**src/hdl/ole_pkg.sv**
```systemverilog
// Package for the ordered list engine: word types, command and status codes,
// sequencer states and size constants. Depends on nothing else.
`timescale 1ns / 1ps

package ole_pkg;

   localparam int DEPTH_DEF = 16;
   localparam int DATA_W    = 32;
   localparam int POS_W     = 5;

   typedef enum logic [2:0] {
      CMD_INS_FRONT = 3'd0,
      CMD_INS_END   = 3'd1,
      CMD_INS_POS   = 3'd2,
      CMD_DEL_FRONT = 3'd3,
      CMD_DEL_END   = 3'd4,
      CMD_DEL_POS   = 3'd5,
      CMD_SEARCH    = 3'd6,
      CMD_READOUT   = 3'd7
   } cmd_type;

   typedef enum logic [2:0] {
      STAT_OK        = 3'd0,
      STAT_EMPTY     = 3'd1,
      STAT_FULL      = 3'd2,
      STAT_BAD_POS   = 3'd3,
      STAT_NOT_FOUND = 3'd4,
      STAT_BAD_CMD   = 3'd5
   } status_type;

   typedef struct packed {
      cmd_type                    command;
      logic signed [DATA_W-1:0]   value;
      logic        [POS_W-1:0]    position;
   } req_word_type;

   typedef struct packed {
      status_type                 status;
      logic signed [DATA_W-1:0]   value_out;
      logic        [POS_W-1:0]    found_position;
      logic                       last;
   } rsp_word_type;

   typedef enum logic [3:0] {
      S_IDLE,
      S_DECODE,
      S_INS_RD,
      S_INS_WR,
      S_INS_PUT,
      S_DEL_FETCH,
      S_DEL_TAKE,
      S_DEL_RD,
      S_DEL_WR,
      S_SRCH_RD,
      S_SRCH_CMP,
      S_OUT_RD,
      S_OUT_EMIT,
      S_RESP
   } seq_state_type;

endpackage

```
**src/hdl/ole_store.sv**
```systemverilog
// Entry memory of the ordered list engine: one write port and one read port
// with registered read data. Depends on ole_pkg for the data width.
`timescale 1ns / 1ps

module ole_store
   import ole_pkg::*;
#(
   parameter int DEPTH = DEPTH_DEF,
   localparam int AW   = $clog2(DEPTH)
) (
   input  logic              clock,
   input  logic              wr_en,
   input  logic [AW-1:0]     wr_addr,
   input  logic [DATA_W-1:0] wr_data,
   input  logic              rd_en,
   input  logic [AW-1:0]     rd_addr,
   output logic [DATA_W-1:0] rd_data
);

   logic [DATA_W-1:0] mem [DEPTH];
   logic [DATA_W-1:0] rd_data_ff;

   always_ff @(posedge clock) begin
      if (wr_en) begin
         mem[wr_addr] <= wr_data;
      end
   end

   always_ff @(posedge clock) begin
      if (rd_en) begin
         rd_data_ff <= mem[rd_addr];
      end
   end

   assign rd_data = rd_data_ff;

endmodule

```
**src/hdl/ole_seq.sv**
```systemverilog
// Sequencer of the ordered list engine: decodes a command, walks the entry
// memory one entry per step, compares entries for a search, and builds result words.
// Depends on ole_pkg and ole_store.
`timescale 1ns / 1ps

module ole_seq
   import ole_pkg::*;
#(
   parameter int DEPTH = DEPTH_DEF,
   localparam int AW   = $clog2(DEPTH),
   localparam int CW   = $clog2(DEPTH + 1)
) (
   input  logic          clock,
   input  logic          reset,
   input  logic          req_valid,
   output logic          req_stall,
   input  req_word_type  req_word,
   input  logic          slot_free,
   output logic          out_load,
   output rsp_word_type  out_word
);

   localparam int PW = (CW > POS_W) ? CW + 1 : POS_W + 1;

   seq_state_type        state_ff, state_in;
   cmd_type              cmd_ff, cmd_in;
   logic [DATA_W-1:0]    value_ff, value_in;
   logic [POS_W-1:0]     pos_ff, pos_in;
   logic [CW-1:0]        ptr_ff, ptr_in;
   logic [CW-1:0]        idx_ff, idx_in;
   logic [CW-1:0]        count_ff, count_in;
   rsp_word_type         res_ff, res_in;

   logic                 wr_en;
   logic [AW-1:0]        wr_addr;
   logic [DATA_W-1:0]    wr_data;
   logic                 rd_en;
   logic [AW-1:0]        rd_addr;
   logic [DATA_W-1:0]    rd_data;

   logic [PW-1:0]        pos_ext;
   logic [PW-1:0]        cnt_ext;
   logic                 ins_pos_bad;
   logic                 del_pos_bad;
   logic [CW-1:0]        pos_idx;
   logic [CW-1:0]        ptr_inc;
   logic [CW-1:0]        ptr_dec;
   logic                 match;

   ole_store #(.DEPTH(DEPTH)) u_store (
      .clock   (clock),
      .wr_en   (wr_en),
      .wr_addr (wr_addr),
      .wr_data (wr_data),
      .rd_en   (rd_en),
      .rd_addr (rd_addr),
      .rd_data (rd_data)
   );

   assign pos_ext     = PW'(pos_ff);
   assign cnt_ext     = PW'(count_ff);
   assign ins_pos_bad = (pos_ext == '0) || (pos_ext > cnt_ext + PW'(1));
   assign del_pos_bad = (pos_ext == '0) || (pos_ext > cnt_ext);
   assign pos_idx     = CW'(pos_ext - PW'(1));
   assign ptr_inc     = ptr_ff + CW'(1);
   assign ptr_dec     = ptr_ff - CW'(1);
   assign match       = (rd_data == value_ff);

   assign req_stall = (state_ff != S_IDLE);

   always_ff @(posedge clock) begin
      if (reset) begin
         state_ff <= S_IDLE;
         count_ff <= '0;
      end else begin
         state_ff <= state_in;
         count_ff <= count_in;
      end
   end

   always_ff @(posedge clock) begin
      cmd_ff   <= cmd_in;
      value_ff <= value_in;
      pos_ff   <= pos_in;
      ptr_ff   <= ptr_in;
      idx_ff   <= idx_in;
      res_ff   <= res_in;
   end

   always_comb begin
      state_in = state_ff;
      cmd_in   = cmd_ff;
      value_in = value_ff;
      pos_in   = pos_ff;
      ptr_in   = ptr_ff;
      idx_in   = idx_ff;
      count_in = count_ff;
      res_in   = res_ff;
      wr_en    = 1'b0;
      wr_addr  = AW'(ptr_ff);
      wr_data  = rd_data;
      rd_en    = 1'b0;
      rd_addr  = AW'(ptr_ff);
      out_load = 1'b0;
      out_word = res_ff;

      case (state_ff)
         S_IDLE: begin
            if (req_valid) begin
               cmd_in   = req_word.command;
               value_in = req_word.value;
               pos_in   = req_word.position;
               state_in = S_DECODE;
            end
         end

         S_DECODE: begin
            res_in = '{status: STAT_OK, value_out: '0, found_position: '0, last: 1'b1};
            ptr_in = '0;
            case (cmd_ff)
               CMD_INS_FRONT, CMD_INS_END, CMD_INS_POS: begin
                  if (count_ff == CW'(DEPTH)) begin
                     res_in.status = STAT_FULL;
                     state_in      = S_RESP;
                  end else if (cmd_ff == CMD_INS_POS && ins_pos_bad) begin
                     res_in.status = STAT_BAD_POS;
                     state_in      = S_RESP;
                  end else begin
                     if (cmd_ff == CMD_INS_FRONT) begin
                        idx_in = '0;
                     end else if (cmd_ff == CMD_INS_END) begin
                        idx_in = count_ff;
                     end else begin
                        idx_in = pos_idx;
                     end
                     ptr_in   = count_ff;
                     state_in = (count_ff == idx_in) ? S_INS_PUT : S_INS_RD;
                  end
               end
               CMD_DEL_FRONT, CMD_DEL_END, CMD_DEL_POS: begin
                  if (count_ff == '0) begin
                     res_in.status = STAT_EMPTY;
                     state_in      = S_RESP;
                  end else if (cmd_ff == CMD_DEL_POS && del_pos_bad) begin
                     res_in.status = STAT_BAD_POS;
                     state_in      = S_RESP;
                  end else begin
                     if (cmd_ff == CMD_DEL_FRONT) begin
                        ptr_in = '0;
                     end else if (cmd_ff == CMD_DEL_END) begin
                        ptr_in = count_ff - CW'(1);
                     end else begin
                        ptr_in = pos_idx;
                     end
                     state_in = S_DEL_FETCH;
                  end
               end
               CMD_SEARCH, CMD_READOUT: begin
                  if (count_ff == '0) begin
                     res_in.status = STAT_EMPTY;
                     state_in      = S_RESP;
                  end else begin
                     state_in = (cmd_ff == CMD_SEARCH) ? S_SRCH_RD : S_OUT_RD;
                  end
               end
               default: begin
                  res_in.status = STAT_BAD_CMD;
                  state_in      = S_RESP;
               end
            endcase
         end

         S_INS_RD: begin
            rd_en    = 1'b1;
            rd_addr  = AW'(ptr_dec);
            state_in = S_INS_WR;
         end

         S_INS_WR: begin
            wr_en    = 1'b1;
            wr_addr  = AW'(ptr_ff);
            wr_data  = rd_data;
            ptr_in   = ptr_dec;
            state_in = (ptr_dec == idx_ff) ? S_INS_PUT : S_INS_RD;
         end

         S_INS_PUT: begin
            wr_en    = 1'b1;
            wr_addr  = AW'(idx_ff);
            wr_data  = value_ff;
            count_in = count_ff + CW'(1);
            state_in = S_RESP;
         end

         S_DEL_FETCH: begin
            rd_en    = 1'b1;
            rd_addr  = AW'(ptr_ff);
            state_in = S_DEL_TAKE;
         end

         S_DEL_TAKE: begin
            res_in.value_out = rd_data;
            if (ptr_inc == count_ff) begin
               count_in = count_ff - CW'(1);
               state_in = S_RESP;
            end else begin
               state_in = S_DEL_RD;
            end
         end

         S_DEL_RD: begin
            rd_en    = 1'b1;
            rd_addr  = AW'(ptr_inc);
            state_in = S_DEL_WR;
         end

         S_DEL_WR: begin
            wr_en   = 1'b1;
            wr_addr = AW'(ptr_ff);
            wr_data = rd_data;
            ptr_in  = ptr_inc;
            if (ptr_inc + CW'(1) == count_ff) begin
               count_in = count_ff - CW'(1);
               state_in = S_RESP;
            end else begin
               state_in = S_DEL_RD;
            end
         end

         S_SRCH_RD: begin
            rd_en    = 1'b1;
            rd_addr  = AW'(ptr_ff);
            state_in = S_SRCH_CMP;
         end

         S_SRCH_CMP: begin
            if (match) begin
               res_in.found_position = POS_W'(ptr_inc);
               state_in              = S_RESP;
            end else if (ptr_inc == count_ff) begin
               res_in.status = STAT_NOT_FOUND;
               state_in      = S_RESP;
            end else begin
               ptr_in   = ptr_inc;
               state_in = S_SRCH_RD;
            end
         end

         S_OUT_RD: begin
            rd_en    = 1'b1;
            rd_addr  = AW'(ptr_ff);
            state_in = S_OUT_EMIT;
         end

         S_OUT_EMIT: begin
            out_word = '{status: STAT_OK, value_out: rd_data, found_position: '0,
                         last: (ptr_inc == count_ff)};
            if (slot_free) begin
               out_load = 1'b1;
               if (ptr_inc == count_ff) begin
                  state_in = S_IDLE;
               end else begin
                  ptr_in   = ptr_inc;
                  state_in = S_OUT_RD;
               end
            end
         end

         S_RESP: begin
            out_word = res_ff;
            if (slot_free) begin
               out_load = 1'b1;
               state_in = S_IDLE;
            end
         end

         default: begin
            state_in = S_IDLE;
         end
      endcase
   end

   assert property (@(posedge clock) disable iff (reset)
      count_ff <= CW'(DEPTH))
      else $error("Entry count exceeds the list depth.");

   assert property (@(posedge clock) disable iff (reset)
      wr_en |-> (CW'(wr_addr) <= count_ff))
      else $error("Memory write lands beyond the occupied span.");

   assert property (@(posedge clock) disable iff (reset)
      out_load && out_word.status == STAT_FULL |-> count_ff == CW'(DEPTH))
      else $error("Full status reported on a list that is not full.");

   assert property (@(posedge clock) disable iff (reset)
      out_load && out_word.status == STAT_EMPTY |-> count_ff == '0)
      else $error("Empty status reported on a list that holds entries.");

endmodule

```
**src/hdl/ordered_list_engine_top.sv**
```systemverilog
// A command walks the entry memory step by step, at most DEPTH entries, with one registered read and
// one write or compare of the entry memory per step.
// Throughput: one command at a time; req_stall stays high until the command has finished.
// A readout reads each entry and then delivers it as one word, and holds while the result side stalls.
// Reset clears the entry count and the output valid flag; the entry memory and output word are not cleared.
`timescale 1ns / 1ps

module ordered_list_engine_top
   import ole_pkg::*;
#(
   parameter int DEPTH = DEPTH_DEF
) (
   input  logic          clock,
   input  logic          reset,
   input  logic          req_valid,
   output logic          req_stall,
   input  req_word_type  req_word,
   output logic          rsp_valid,
   input  logic          rsp_stall,
   output rsp_word_type  rsp_word
);

   logic          rsp_valid_ff;
   rsp_word_type  rsp_word_ff;
   logic          slot_free;
   logic          out_load;
   rsp_word_type  out_word;

   assign slot_free = !rsp_valid_ff || !rsp_stall;

   ole_seq #(.DEPTH(DEPTH)) u_seq (
      .clock     (clock),
      .reset     (reset),
      .req_valid (req_valid),
      .req_stall (req_stall),
      .req_word  (req_word),
      .slot_free (slot_free),
      .out_load  (out_load),
      .out_word  (out_word)
   );

   always_ff @(posedge clock) begin
      if (reset) begin
         rsp_valid_ff <= 1'b0;
      end else if (slot_free) begin
         rsp_valid_ff <= out_load;
      end
   end

   always_ff @(posedge clock) begin
      if (slot_free && out_load) begin
         rsp_word_ff <= out_word;
      end
   end

   assign rsp_valid = rsp_valid_ff;
   assign rsp_word  = rsp_word_ff;

endmodule

```
**config.mk**
```make
export PLATFORM = sky130hd
export DESIGN_NAME = ordered_list_engine_top
export DESIGN_NICKNAME = d
export VERILOG_FILES = /design/src/hdl/ole_pkg.sv /design/src/hdl/ole_store.sv /design/src/hdl/ole_seq.sv /design/src/hdl/ordered_list_engine_top.sv
export SDC_FILE = /design/constraint.sdc
export NUM_CORES = 1
export LEC_CHECK = 0
export ABC_AREA = 0
export ABC_CLOCK_PERIOD_IN_PS = 6660
export BUFFER_PORTS_ARGS = -buffer_cell sky130_fd_sc_hd__buf_2
export CAP_MARGIN = 5
export CORE_ASPECT_RATIO = 0.9
export CORE_MARGIN = 3
export CORE_UTILIZATION = 35
export DETAILED_ROUTE_END_ITERATION = 12
export GPL_TIMING_DRIVEN = 0
export PLACE_DENSITY = 0.61
export SKIP_CTS_REPAIR_TIMING = 1
export SYNTH_ARGS = -nofsm -noshare
export SYNTH_HDL_FRONTEND = slang
export SYNTH_HIERARCHICAL = 1
export SYNTH_SLANG_ARGS = --single-unit
```
**constraint.sdc**
```tcl
create_clock -name clock -period 6.66 [get_ports clock]
set_input_delay 1.332 -clock clock [delete_from_list [all_inputs] [get_ports clock]]
set_output_delay 1.332 -clock clock [all_outputs]
set_load 0.01 [all_outputs]
```
==> results.py <==
metrics = {
    "status": {
        "outcome": "completed",
    },
    "job": {
        "maxCapViolations": 0,
    },
    "sta": {
        "fmax_ghz": 0.2397,
        "slew-limit-headroom_pct": 23.23,
        "holdWs_ns": 0.5285,
        "setup_slack_ns": 2.488,
        "fin_crit_ns": 4.172,
        "finClkSkew_ns": 0.02713,
        "slew_violations": 0,
        "rsz0062_at_grt": "false",
        "setup_viol_count_final": 0,
        "hold_viol": 0,
        "fin_crit_sh_pct": 62.65,
        "tightest_slew_ns": 1.143,
    },
    "clock_tree": {
        "clkSlewWorstSetupHoldPaths_ns": 0.05,
        "clk_path_buf_depth": 3,
        "numCtsBuffers": 72,
        "htreeDepth": 3,
        "clkLatencyLatePin_ns": 0.62,
        "root_buffer": "clkbuf_16",
        "cts_tree": "done",
        "cts_sinks": 685,
    },
    "routing": {
        "post-route-drc-count": 0,
        "drt_wl_total_um": 71270,
        "detail-route-antenna-nets": 0,
        "routed_via_density": 5.374,
        "detail_route.first_pass.iterations": 5,
        "avgRoutedWirePerCell_um": 25.26,
        "vias": 15170,
        "drt-initial-drc-count": 1587,
    },
    "pwr": {
        "p_seq_share_pct": 38.6,
        "p_sw_w": 0.006095,
        "p_per_area_mw_per_mm2": 519.5,
        "clkPwrFrac_pct": 22.0,
        "switching_share_pct": 35.90,
        "comb_power_share_pct": 39.4,
        "vdd_drop_max_uv": 330.6,
        "leakagePower_nw": 10.44,
        "p_int_w": 0.01088,
    },
    "global_route": {
        "use_met3_pct": 4.819,
        "grt_use_met1_pct": 23.73,
        "track_usage_pct": 16.99,
        "grt_overflow": 0,
        "grt_pass1_wl_um": 104300,
        "busiest_layer": "met2",
        "grt_max_degree": 28,
        "grt_pass1_vias": 15330,
        "antenna_found_initial": 1,
        "grt_util_met2_pct": 26.36,
    },
    "worst_setup_path": {
        "r2r_start": "u_seq/state_ff[2]",
        "rr_endpoint": "u_seq/u_store/mem[0][18]",
        "reg2reg_slack_ns": 2.49,
        "endpoint": "u_seq/u_store/mem[0][18]",
        "reg2reg_depth": 10,
        "arrival_ns": 4.48,
        "cp-end-kind": "register",
        "cp-startpoint": "u_seq/state_ff[2]",
        "cp-start-kind": "register",
        "cp.required_ns": 6.97,
        "path_class": "register to register",
        "critPathMaxFanout": 10,
    },
    "die": {
        "io_pins": 87,
        "rows": 97,
        "initial_core_util_pct": 35.72,
        "core_sq_mm": 0.07865,
        "die_y_um": 274.8,
        "die_w_um": 304.6,
        "design.die.area_sq_mm": 0.08370,
    },
    "placement": {
        "dp_slack_ns": 2.540,
        "hpwl_um": 48120,
        "io_buffer_count": 86,
        "placed_cell_area_sq_mm": 0.03051,
        "place_congestion": 0.8431,
    },
    "synth": {
        "syn-instance-count": 1533,
        "yosysSeqAreaShare_pct": 72.87,
        "synth-main-ff-cell": "edfxtp_1",
        "synth_nets": 1593,
        "avgSynthCellArea_sq_um": 18.32,
        "synth_edf_count": 675,
        "ys_ff_latch": 685,
        "synth_cell_types": 71,
        "yosysWarnings": 6,
        "synthArstFlopShare_pct": 0,
        "syn_area_sq_mm": 0.02809,
    },
    "finish": {
        "drive_gt1_share_pct": 26.70,
        "areaGrowthSynthToFinish_pct": 16.34,
        "final_core_utilization_pct": 41.55,
        "diodes": 0,
        "fin_area_sq_mm": 0.03268,
        "num-nets-final": 1786,
    },
    "worst_hold_path": {
        "hold_depth": 2,
        "hold_class": "register to register",
        "hold_start": "rsp_valid",
    },
}
-- area by class of cell --
| type | instances | area, sq um |
|---|---|---|
| inverter | 19 | 71.32 |
| clock inverter | 35 | 261.5 |
| timing repair buffer | 119 | 977.2 |
| fill | 6994 | 45970 |
| clock buffer | 96 | 1913 |
| buffer | 85 | 407.9 |
| sequential | 685 | 20470 |
| tap | 1039 | 1300 |
| multi-input combinational | 744 | 7279 |
-- cells in the final DEF (no fill, tap or decap), types with 8 or more instances in the layout --
cell       synthesis  routed
mux4_2           128     128
mux2_2            66      66
buf_6              2      15
nand2_1           75      74
buf_2             19     105
nor2_4             0      13
nand3_1           21      21
nor2_1            56      43
inv_1             17      17
clkinv_2           0       8
a31oi_1            9       9
nor2b_1           22      22
nand2b_1          10      10
buf_4             13      14
ha_1              16      16
clkinv_1           0      17
nor3_1            22      17
a21oi_1           30      29
xor2_1            15      15
o21ai_0           33      33
edfxtp_1         675     675
clkbuf_16          0      73
buf_1             13      13
a22oi_1           68      68
clkbuf_1          37      60
and2_1            37      36
buf_12             0      14
dfxtp_1           10      10
xnor2_1           44      44
-- cells by family after synthesis --
logic type / Yosys count / synth area share [%]
AO/OA/AOI/OAI: 187 / 4.557
XOR/XNOR: 62 / 2.036
adder cells (fa/ha/maj): 16 / 0.7127
buffers and inverters: 104 / 1.706
flip-flops: 685 / 72.87
multiplexers: 198 / 13.07
AND/OR/NAND/NOR: 281 / 5.051
-- worst min path at each step --
stage                              to  slack, ns
after floorplan           rsp_word[1]       0.51
after global placement      rsp_valid       0.50
after detailed placement    rsp_valid       0.52
after CTS                   rsp_valid       0.53
after global routing        rsp_valid       0.56
final                       rsp_valid       0.53
-- flip-flops by register name, indices dropped and copies added, names as in the netlist --
signal / count
u_seq/value_ff: 32
u_seq/count_ff: 5
rsp_word: 41
u_seq/ptr_ff: 5
u_seq/state_ff: 4
u_seq/u_store/rd_data: 32
u_seq/pos_ff: 5
u_seq/res_ff: 40
u_seq/cmd_ff: 3
u_seq/u_store/mem: 512
u_seq/idx_ff: 5
rsp_valid: 1
-- worst max-delay path: stages, from the launching register on --
cell	delay [ns]
dfxtp_1	0.33
buf_2	0.21
nand2b_1	0.19
nor3_2	0.44
clkbuf_1	0.45
mux2_2	0.43
or3b_2	0.60
nor3_2	0.63
buf_8	0.23
buf_6	0.16
buf_6	0.17
-- metal layers --
layer  vias up  wire length (um)
li1       6575                 -
met1      7890             30920
met2       597             32740
met3       103              6013
met4         0              1594
met5         -                 0
-- Yosys cell counts, types with 2 or more instances --
cell         n  area share [%]
a211oi_1     4            0.11
a21oi_1     30            0.53
a221oi_1     3           0.094
a22oi_1     68             1.8
a31oi_1      9            0.20
a32oi_1      3           0.094
and2_1      37            0.82
and3_1       4           0.089
buf_1       13            0.17
buf_2       19            0.34
buf_4       13            0.35
buf_6        2           0.080
clkbuf_1    37            0.49
dfxtp_1     10            0.71
edfxtp_1   675              72
ha_1        16            0.71
inv_1       17            0.23
inv_2        2           0.027
mux2_2      66             2.6
mux2i_1      3            0.11
mux4_2     128              10
nand2_1     75             1.0
nand2b_1    10            0.22
nand3_1     21            0.37
nand3b_1     3           0.080
nand4_1      6            0.13
nor2_1      56            0.75
nor2b_1     22            0.49
nor3_1      22            0.39
nor3b_1      4            0.11
nor4_1       6            0.13
nor4bb_1     2           0.071
o2111ai_1    3           0.094
o211ai_1     5            0.13
o21ai_0     33            0.59
o21bai_1     2           0.053
o221ai_1     2           0.062
o22ai_1      5            0.11
o31ai_1      5            0.13
or2_2        2           0.045
or3_1        3           0.067
xnor2_1     44             1.4
xor2_1      15            0.47
-- metrics by stage --
stage	setup TNS, ns	power, W	std cells
floorplan	0	0.01093	1533
global placement	-286.78	0.01301	2658
detailed placement	0	0.01334	2691
CTS	0	0.01711	2822
global route	0	0.01784	2822
finish	0	0.01698	2822
-- power groups by stage --
| stage | sequential (W) | clock (W) | combinational [W] |
|---|---|---|---|
| finish | 0.00656 | 0.00373 | 0.00669 |
| global route | 0.00662 | 0.00401 | 0.00721 |
| CTS | 0.00657 | 0.00382 | 0.00673 |
| detailed placement | 0.00665 | 0 | 0.00669 |
| global placement | 0.00671 | 0 | 0.00630 |
| floorplan | 0.00653 | 0 | 0.00439 |
No activity file was read; power rests on OpenSTA's default activity.
